<file path="src/design/assert_macros.svh">
// Concurrent assertion helpers; empty under synthesis.
`ifndef ASSERT_MACROS_SVH
`define ASSERT_MACROS_SVH
`ifndef SYNTHESIS
`define BQN_ASSERT(name, prop) \
  name: assert property (@(posedge clk) disable iff (!rst_n) prop) \
    else $error("assertion failed");
`define BQN_ASSERT_RST(name, prop) \
  name: assert property (@(posedge clk) prop) \
    else $error("assertion failed");
`else
`define BQN_ASSERT(name, prop)
`define BQN_ASSERT_RST(name, prop)
`endif
`endif

</file>
<file path="src/design/bqn_pkg.sv">
package bqn_pkg;

  localparam int NUM_CHANNELS_DEF = 8;
  localparam int SAMPLE_BITS_DEF  = 24;

  localparam int CHAN_W     = 3;
  localparam int COEF_W     = 20;
  localparam int DELAY_W    = 32;
  localparam int FRAC_SHIFT = 16;
  localparam int PROD_W     = COEF_W + DELAY_W;
  localparam int ACC_W      = PROD_W + 2;
  localparam int REG_IDX_W  = 3;
  localparam int STEP_W     = 4;

  localparam logic signed [COEF_W-1:0] COEF_B0_RST = 20'sd65536;
  localparam logic signed [COEF_W-1:0] COEF_B1_RST = '0;
  localparam logic signed [COEF_W-1:0] COEF_B2_RST = '0;
  localparam logic signed [COEF_W-1:0] COEF_A1_RST = '0;
  localparam logic signed [COEF_W-1:0] COEF_A2_RST = '0;

  typedef enum logic [REG_IDX_W-1:0] {
    REG_B0 = 3'd0,
    REG_B1 = 3'd1,
    REG_B2 = 3'd2,
    REG_A1 = 3'd3,
    REG_A2 = 3'd4
  } reg_idx_t;

  typedef logic [STEP_W-1:0] step_t;

  localparam step_t STEP_IDLE   = 4'd0;
  localparam step_t STEP_LOAD   = 4'd1;
  localparam step_t STEP_FB2    = 4'd2;
  localparam step_t STEP_FB_SUM = 4'd3;
  localparam step_t STEP_RND_W  = 4'd4;
  localparam step_t STEP_FF0    = 4'd5;
  localparam step_t STEP_FF1    = 4'd6;
  localparam step_t STEP_FF2    = 4'd7;
  localparam step_t STEP_FF_SUM = 4'd8;
  localparam step_t STEP_OUT    = 4'd9;

  typedef enum logic [2:0] {
    MUL_NONE,
    MUL_A1_RD,
    MUL_A2_W2,
    MUL_B0_W,
    MUL_B1_W1,
    MUL_B2_W2
  } mul_sel_t;

  typedef enum logic [2:0] {
    ACC_HOLD,
    ACC_LOAD_X,
    ACC_SUB,
    ACC_ADD,
    ACC_LOAD_P
  } acc_op_t;

  typedef enum logic [2:0] {
    SEQ_NEXT,
    SEQ_WAIT_IN,
    SEQ_BR_BAD,
    SEQ_WAIT_OUT,
    SEQ_JUMP
  } seq_t;

  typedef struct packed {
    mul_sel_t mul;
    acc_op_t  acc;
    logic     ld_dly;
    logic     rnd_w;
    logic     wr_dly;
    seq_t     seq;
    step_t    target;
  } uword_t;

  function automatic uword_t ucode(input step_t s);
    uword_t u;
    u = '{mul: MUL_NONE, acc: ACC_HOLD, ld_dly: 1'b0, rnd_w: 1'b0, wr_dly: 1'b0,
          seq: SEQ_NEXT, target: STEP_IDLE};
    case (s)
      STEP_IDLE: begin
        u.seq = SEQ_WAIT_IN;
      end
      STEP_LOAD: begin
        u.ld_dly = 1'b1;
        u.mul    = MUL_A1_RD;
        u.acc    = ACC_LOAD_X;
        u.seq    = SEQ_BR_BAD;
        u.target = STEP_OUT;
      end
      STEP_FB2: begin
        u.mul = MUL_A2_W2;
        u.acc = ACC_SUB;
      end
      STEP_FB_SUM: begin
        u.acc = ACC_SUB;
      end
      STEP_RND_W: begin
        u.rnd_w = 1'b1;
      end
      STEP_FF0: begin
        u.mul    = MUL_B0_W;
        u.wr_dly = 1'b1;
      end
      STEP_FF1: begin
        u.mul = MUL_B1_W1;
        u.acc = ACC_LOAD_P;
      end
      STEP_FF2: begin
        u.mul = MUL_B2_W2;
        u.acc = ACC_ADD;
      end
      STEP_FF_SUM: begin
        u.acc = ACC_ADD;
      end
      STEP_OUT: begin
        u.seq    = SEQ_WAIT_OUT;
        u.target = STEP_IDLE;
      end
      default: begin
        u.seq    = SEQ_JUMP;
        u.target = STEP_IDLE;
      end
    endcase
    return u;
  endfunction

endpackage

</file>
<file path="src/design/bqn_ram.sv">
module bqn_ram #(
  parameter int WIDTH = 64,
  parameter int DEPTH = 8,
  localparam int ADDR_W = (DEPTH > 1) ? $clog2(DEPTH) : 1
) (
  input  logic              clk,
  input  logic              we,
  input  logic [ADDR_W-1:0] waddr,
  input  logic [WIDTH-1:0]  wdata,
  input  logic [ADDR_W-1:0] raddr,
  output logic [WIDTH-1:0]  rdata
);

  logic [WIDTH-1:0] mem [DEPTH];
  logic [WIDTH-1:0] rdata_r;

  always_ff @(posedge clk) begin
    if (we) begin
      mem[waddr] <= wdata;
    end
    rdata_r <= mem[raddr];
  end

  assign rdata = rdata_r;

endmodule

</file>
<file path="src/design/biquad_df2_notch_filter_top.sv">
// Multi-channel direct form II biquad. Each input transaction carries one sample
// (in_tdata) and its channel (in_tuser); each produces exactly one output
// transaction with the filtered, saturated sample and the same channel. A short
// microcode program drives one shared 20x32 multiplier and one accumulator: each
// item runs the steps from LOAD to OUT to reach the output register, and the next
// item is accepted only back in IDLE; a channel at or above NUM_CHANNELS jumps from
// LOAD to OUT and returns a zero sample without touching any delay. A result still
// waiting in the output register holds the program at its last step until the output
// side takes it. The per-channel delay pair sits in one RAM word read once and
// written once per item. Coefficients (signed Q3.16) are written through the cfg
// port; the user must write them only while idle, as the block does not check it.
`include "assert_macros.svh"

module biquad_df2_notch_filter_top
  import bqn_pkg::*;
#(
  parameter int NUM_CHANNELS = NUM_CHANNELS_DEF,
  parameter int SAMPLE_BITS  = SAMPLE_BITS_DEF,
  localparam int DATA_W = ((SAMPLE_BITS + 7) / 8) * 8
) (
  input  logic                 clk,
  input  logic                 rst_n,
  input  logic                 in_tvalid,
  output logic                 in_tready,
  input  logic [DATA_W-1:0]    in_tdata,   // sample_in
  input  logic [CHAN_W-1:0]    in_tuser,   // chan_in
  output logic                 out_tvalid,
  input  logic                 out_tready,
  output logic [DATA_W-1:0]    out_tdata,  // sample_out
  output logic [CHAN_W-1:0]    out_tuser,  // chan_out
  input  logic                 cfg_valid,
  output logic                 cfg_ready,
  input  logic [REG_IDX_W-1:0] cfg_index,
  input  logic [COEF_W-1:0]    cfg_data
);

  localparam int ADDR_W = (NUM_CHANNELS > 1) ? $clog2(NUM_CHANNELS) : 1;
  localparam int RAM_W  = 2 * DELAY_W;
  localparam int RND_W  = ACC_W - FRAC_SHIFT;
  localparam logic signed [ACC_W-1:0] ROUND_HALF = ACC_W'(1) << (FRAC_SHIFT - 1);

  logic signed [COEF_W-1:0] b0_r, b1_r, b2_r, a1_r, a2_r;

  step_t                     step_r, step_nxt;
  logic signed [SAMPLE_BITS-1:0] x_r;
  logic [CHAN_W-1:0]         chan_r;
  logic [ADDR_W-1:0]         addr_r;
  logic                      chan_ok_r;
  logic                      vld_rd_r;
  logic [NUM_CHANNELS-1:0]   vld_r;
  logic signed [DELAY_W-1:0] w1_r, w2_r, w_r;
  logic signed [PROD_W-1:0]  prod_r, prod_nxt;
  logic signed [ACC_W-1:0]   acc_r, acc_nxt;
  logic                      out_valid_r;
  logic [SAMPLE_BITS-1:0]    out_sample_r;
  logic [CHAN_W-1:0]         out_chan_r;

  uword_t                    uw;
  logic                      in_fire;
  logic                      out_free;
  logic                      in_ok;
  logic [CHAN_W+ADDR_W-1:0]  in_chan_ext;
  logic [ADDR_W-1:0]         rd_addr;
  logic [RAM_W-1:0]          rd_data;
  logic signed [DELAY_W-1:0] rd_w1, rd_w2;
  logic signed [COEF_W-1:0]  mul_c;
  logic signed [DELAY_W-1:0] mul_d;
  logic signed [ACC_W-1:0]   rnd_sum;
  logic signed [RND_W-1:0]   rnd;
  logic [RND_W-DELAY_W:0]    w_hi;
  logic [RND_W-SAMPLE_BITS:0] y_hi;
  logic signed [DELAY_W-1:0] w_sat;
  logic [SAMPLE_BITS-1:0]    y_sat;

  assign uw          = ucode(step_r);
  assign in_tready   = (uw.seq == SEQ_WAIT_IN);
  assign in_fire     = in_tvalid & in_tready;
  assign out_free    = !out_valid_r || out_tready;
  assign cfg_ready   = 1'b1;

  assign in_ok       = (int'(in_tuser) < NUM_CHANNELS);
  assign in_chan_ext = {{ADDR_W{1'b0}}, in_tuser};
  assign rd_addr     = in_ok ? in_chan_ext[ADDR_W-1:0] : '0;

  bqn_ram #(
    .WIDTH (RAM_W),
    .DEPTH (NUM_CHANNELS)
  ) u_dly_ram (
    .clk   (clk),
    .we    (uw.wr_dly),
    .waddr (addr_r),
    .wdata ({w1_r, w_r}),
    .raddr (rd_addr),
    .rdata (rd_data)
  );

  assign rd_w1 = vld_rd_r ? signed'(rd_data[DELAY_W-1:0])       : '0;
  assign rd_w2 = vld_rd_r ? signed'(rd_data[RAM_W-1:DELAY_W])   : '0;

  always_comb begin
    case (uw.mul)
      MUL_A1_RD: begin mul_c = a1_r; mul_d = rd_w1; end
      MUL_A2_W2: begin mul_c = a2_r; mul_d = w2_r;  end
      MUL_B0_W:  begin mul_c = b0_r; mul_d = w_r;   end
      MUL_B1_W1: begin mul_c = b1_r; mul_d = w1_r;  end
      MUL_B2_W2: begin mul_c = b2_r; mul_d = w2_r;  end
      default:   begin mul_c = '0;   mul_d = '0;    end
    endcase
    prod_nxt = mul_c * mul_d;
  end

  always_comb begin
    case (uw.acc)
      ACC_LOAD_X: acc_nxt = ACC_W'(x_r) <<< FRAC_SHIFT;
      ACC_SUB:    acc_nxt = acc_r - ACC_W'(prod_r);
      ACC_ADD:    acc_nxt = acc_r + ACC_W'(prod_r);
      ACC_LOAD_P: acc_nxt = ACC_W'(prod_r);
      default:    acc_nxt = acc_r;
    endcase
  end

  // round half up, then clamp
  assign rnd_sum = acc_r + ROUND_HALF;
  assign rnd     = rnd_sum[ACC_W-1:FRAC_SHIFT];
  assign w_hi    = rnd[RND_W-1:DELAY_W-1];
  assign y_hi    = rnd[RND_W-1:SAMPLE_BITS-1];
  assign w_sat   = ((&w_hi) || !(|w_hi)) ? rnd[DELAY_W-1:0]
                 : {rnd[RND_W-1], {(DELAY_W-1){~rnd[RND_W-1]}}};
  assign y_sat   = ((&y_hi) || !(|y_hi)) ? rnd[SAMPLE_BITS-1:0]
                 : {rnd[RND_W-1], {(SAMPLE_BITS-1){~rnd[RND_W-1]}}};

  always_comb begin
    case (uw.seq)
      SEQ_NEXT:     step_nxt = step_t'(step_r + 1'b1);
      SEQ_WAIT_IN:  step_nxt = in_fire ? step_t'(step_r + 1'b1) : step_r;
      SEQ_BR_BAD:   step_nxt = chan_ok_r ? step_t'(step_r + 1'b1) : uw.target;
      SEQ_WAIT_OUT: step_nxt = out_free ? uw.target : step_r;
      SEQ_JUMP:     step_nxt = uw.target;
      default:      step_nxt = STEP_IDLE;
    endcase
  end

  always_ff @(posedge clk) begin
    if (!rst_n) begin
      b0_r <= COEF_B0_RST;
      b1_r <= COEF_B1_RST;
      b2_r <= COEF_B2_RST;
      a1_r <= COEF_A1_RST;
      a2_r <= COEF_A2_RST;
    end else if (cfg_valid && cfg_ready) begin
      case (cfg_index)
        REG_B0:  b0_r <= cfg_data;
        REG_B1:  b1_r <= cfg_data;
        REG_B2:  b2_r <= cfg_data;
        REG_A1:  a1_r <= cfg_data;
        REG_A2:  a2_r <= cfg_data;
        default: ;
      endcase
    end
  end

  always_ff @(posedge clk) begin
    if (!rst_n) begin
      step_r      <= STEP_IDLE;
      vld_r       <= '0;
      out_valid_r <= 1'b0;
    end else begin
      step_r <= step_nxt;
      if (uw.wr_dly) begin
        vld_r[addr_r] <= 1'b1;
      end
      if (uw.seq == SEQ_WAIT_OUT && out_free) begin
        out_valid_r <= 1'b1;
      end else if (out_tready) begin
        out_valid_r <= 1'b0;
      end
    end
  end

  always_ff @(posedge clk) begin
    if (in_fire) begin
      x_r       <= in_tdata[SAMPLE_BITS-1:0];
      chan_r    <= in_tuser;
      addr_r    <= rd_addr;
      chan_ok_r <= in_ok;
      vld_rd_r  <= vld_r[rd_addr];
    end
    if (uw.ld_dly) begin
      w1_r <= rd_w1;
      w2_r <= rd_w2;
    end
    if (uw.rnd_w) begin
      w_r <= w_sat;
    end
    prod_r <= prod_nxt;
    acc_r  <= acc_nxt;
    if (uw.seq == SEQ_WAIT_OUT && out_free) begin
      out_sample_r <= chan_ok_r ? y_sat : '0;
      out_chan_r   <= chan_r;
    end
  end

  assign out_tvalid = out_valid_r;
  assign out_tdata  = DATA_W'(out_sample_r);
  assign out_tuser  = out_chan_r;

  `BQN_ASSERT(a_load_after_accept, in_tvalid && in_tready |=> step_r == STEP_LOAD)
  `BQN_ASSERT(a_wr_good_chan, uw.wr_dly |-> chan_ok_r)
  `BQN_ASSERT(a_out_from_seq, $rose(out_valid_r) |-> $past(step_r) == STEP_OUT)
  `BQN_ASSERT(a_bad_chan_zero, step_r == STEP_OUT && out_free && !chan_ok_r |=> out_sample_r == '0)
  `BQN_ASSERT_RST(a_idle_after_reset, !rst_n |=> step_r == STEP_IDLE && !out_valid_r)

endmodule

</file>
<file path="config.mk">
export PLATFORM = sky130hd
export DESIGN_NAME = biquad_df2_notch_filter_top
export DESIGN_NICKNAME = d
export VERILOG_FILES = /design/src/design/bqn_pkg.sv /design/src/design/bqn_ram.sv /design/src/design/biquad_df2_notch_filter_top.sv
export VERILOG_INCLUDE_DIRS = /design/src /design/src/design
export SDC_FILE = /design/constraint.sdc
export NUM_CORES = 2
export LEC_CHECK = 0
export BUFFER_PORTS_ARGS = -buffer_cell sky130_fd_sc_hd__clkbuf_2
export CORE_ASPECT_RATIO = 1.4
export CORE_MARGIN = 4
export CORE_UTILIZATION = 45
export DETAILED_ROUTE_END_ITERATION = 6
export PLACE_DENSITY = 0.6
export SETUP_SLACK_MARGIN = 0.4
export SYNTH_ARGS = -nofsm -noshare
export SYNTH_HDL_FRONTEND = slang
export SYNTH_SLANG_ARGS = --single-unit
</file>
<file path="constraint.sdc">
create_clock -name clk -period 16 [get_ports clk]
set_clock_uncertainty 0.2 [all_clocks]
set_input_delay 3.2 -clock clk [delete_from_list [all_inputs] [get_ports clk]]
set_output_delay 3.2 -clock clk [all_outputs]
set_load 0.02 [all_outputs]
</file>
==> metrics.csv <==
stage;metric;value;unit
outcome;status;completed;
synthesis;Seq cells post-synth;946;
sta;Max Freq;0.0931;GHz
sta;setup violation total in the final timing report;0;
synthesis;sequential area share after synthesis;42.0;%
worst_setup_path;max incr delay on CP;0.86;ns
place;GP Congestion;0.930;
die;CORE AREA;137000;µm²
routing;DRC viols;0;
worst_setup_path;CP Data Required Time;16.37;ns
synthesis;Yosys warning count;0;
routing;final WL;178;mm
worst_setup_path;WP data arrival;11.11;ns
worst_setup_path;crit path max fanout;38;
sta;Setup TNS;0;ns
synthesis;synthesized cell area;62200;µm²
power;Worst IR Drop VDD;0.145;mV
global_route;initial antenna violation count;5;
global_route;vias in the first global route;42600;
cts;CTS buffer count;89;
power;Pwr Density;155;nW/µm²
cts;hold_buf cts;0;
synthesis;post-synth net total;6253;
worst_setup_path;Crit path top cell by count;fa_1;
global_route;total gr overflow;0;
final_layout;most common cell after layout, fill and taps aside;inv_1;
flow_run;max-cap violation count;0;
worst_setup_path;R2R Setup Slk;5.26;ns
min_path;Hold Path Class;register to register;
die;die area;144000;µm²
routing;DR vias;41100;
sta;Slew @ Worst Pin;1.32;ns
sta;RSZ-0062 raised after global routing;false;
cts;Post-CTS Setup Bufs;0;
global_route;first-pass GRT wire length;270;mm
die;Starting Density;45.3;%
cts;CTS Sinks;946;
final_layout;Nets;6271;
routing;vias per inst;5.66;
place;post-DP HPWL;128;mm
cts;Max H-tree Level;3;
die;Die X;322;µm
worst_setup_path;Startpoint Class;register;
routing;drt wl/cell;24.5;µm
die;I/O pin cnt;85;
synthesis;Synth Flop Type;edfxtp_1;
sta;Final Hold Vio Count;0;
synthesis;Avg Inst Size Synth;11.6;µm²
sta;Rel. slew slack;12.1;%
sta;Slew Viols, Final;0;
cts;root buffer selected by CTS;clkbuf_16;
cts;worst skew pair latency;0.71;ns
die;FP Rows;161;
sta;post-layout min period;10.74;ns
place;placed inst area;64800;µm²
place;DP Cell Count;7091;
final_layout;Final Cell Area;67800;µm²
synthesis;Async S/R FF share, synth;0;%
place;buffers added on ports;83;
synthesis;number of flops mapped to enable cells by yosys;717;
global_route;gr usage total;25.1;%
sta;Tcrit/Tclk final;67.1;%
worst_setup_path;slowest cell on the critical path;clkinv_1;
synthesis;post-synth cell types;91;
worst_setup_path;Worst setup EP type;register;
synthesis;Syn Inst Count;5371;
final_layout;commonest cells after routing, fill and taps aside;783 x inv_1, 717 x edfxtp_1, 662 x nand2_1;
cts;CTS tree;yes;
routing;ANT nets after route;0;
final_layout;P&R area growth vs syn;9.01;%
die;DIE HEIGHT;448;µm
global_route;largest net degree at the start of global routing;114;
cts;CTS Buffer Depth;3;
final_layout;Non-Filler Instances;7260;
cts;clock slew at reported path FFs;0.06;ns
final_layout;layout cells sized above 1;10.5;%
worst_setup_path;CP Class;register to register;
cts;post-cts resize count;0;
routing;DR pass1 iterations;6;
power;P_leak;27.8;nW
routing;Iter 0 DRT Violations;3188;
## logic make-up (layout without fill, tap and decap cells)
logic type / count (synthesis) / after routing / synth area share [%]
fa+ha+maj: 827 / 827 / 24.3
flops: 946 / 946 / 42.0
other cells: 1 / 4 / 0.00603
simple gates: 1411 / 1411 / 9.99
mux: 226 / 226 / 6.40
compound gates: 735 / 735 / 8.30
xor+xnor: 186 / 186 / 2.66
buf+inv: 1039 / 1132 / 6.33
## state kept, by name (all words and copies together), names as in the netlist, 24 cells and up
register         flops
out_tdata           24
u_dly_ram.rdata     64
acc_r               54
w_r                 32
w1_r                32
u_dly_ram.mem      512
w2_r                32
x_r                 24
prod_r              52
## worst paths after layout
check / startpoint / depth (start not counted) / end
worst max-delay path: step_r[1] / 29 / prod_r[42]
worst min-delay path: vld_r[5] / 1 / vld_r[5]
worst max register to register: step_r[1] / 29 / prod_r[42]
worst min register to register: vld_r[5] / 1 / vld_r[5]
## power by group
part           switching, mW  total [mW]  internal [mW]  leakage, nW
clock network          0.974        2.19           1.21         1.46
registers              0.308        3.39           3.09         8.42
logic                   3.12        4.94           1.82         17.9
## area by class of cell
class	count	area (µm²)
Multi-Input combinational cell	3386	32300
Inverter	784	2940
Fill cell	12300	69600
Tap cell	1793	2240
Antenna cell	3	7.51
Clock inverter	52	611
Clock buffer	114	2400
Timing Repair Buffer	182	1180
Sequential cell	946	26100
## synthesized netlist by cell type, types with 100 or more instances
library cell,n,area [µm²]
inv_1,783,2940
edfxtp_1,717,21500
nand2_1,662,2480
fa_1,638,12800
nor2_1,393,1480
dfxtp_1,229,4580
clkbuf_1,223,837
ha_1,189,2360
a21oi_1,148,741
mux4_2,130,2930
o21ai_0,112,561
xnor2_1,104,911
a21boi_0,102,766
and2_1,100,626
## worst max-delay path: cells and delay by family (launching register included)
family                   cells  cell delay, ns
flip-flops                   1            0.35
AND/OR/NAND/NOR             11            3.01
AO/OA/AOI/OAI                3            1.15
XOR/XNOR                     1            0.13
adder cells (fa/ha/maj)      9            4.13
buffers and inverters        5            1.63
## per-stage QoR
step	worst slack [ns]	power, mW	utilization [%]	hold slack [ns]
after floorplan	1.99	6.82	-	0.235
after CTS	5.36	10.5	49.3	0.266
after global placement	5.46	8.29	47.2	0.242
after detailed placement	5.35	8.31	47.2	0.252
final	5.26	10.5	49.4	0.264
after global routing	4.69	11.1	49.3	0.282
## layer usage
metal / vias to the layer above / part of all wire (%) / GRT usage (%)
met5: - / 0.012 / 0
met4: 4 / 7.4 / 15.1
met3: 430 / 5.6 / 3.30
met2: 1487 / 49 / 42.4
met1: 21100 / 38 / 30.7
li1: 18100 / - / -
(Power assumes the default switching activity.)
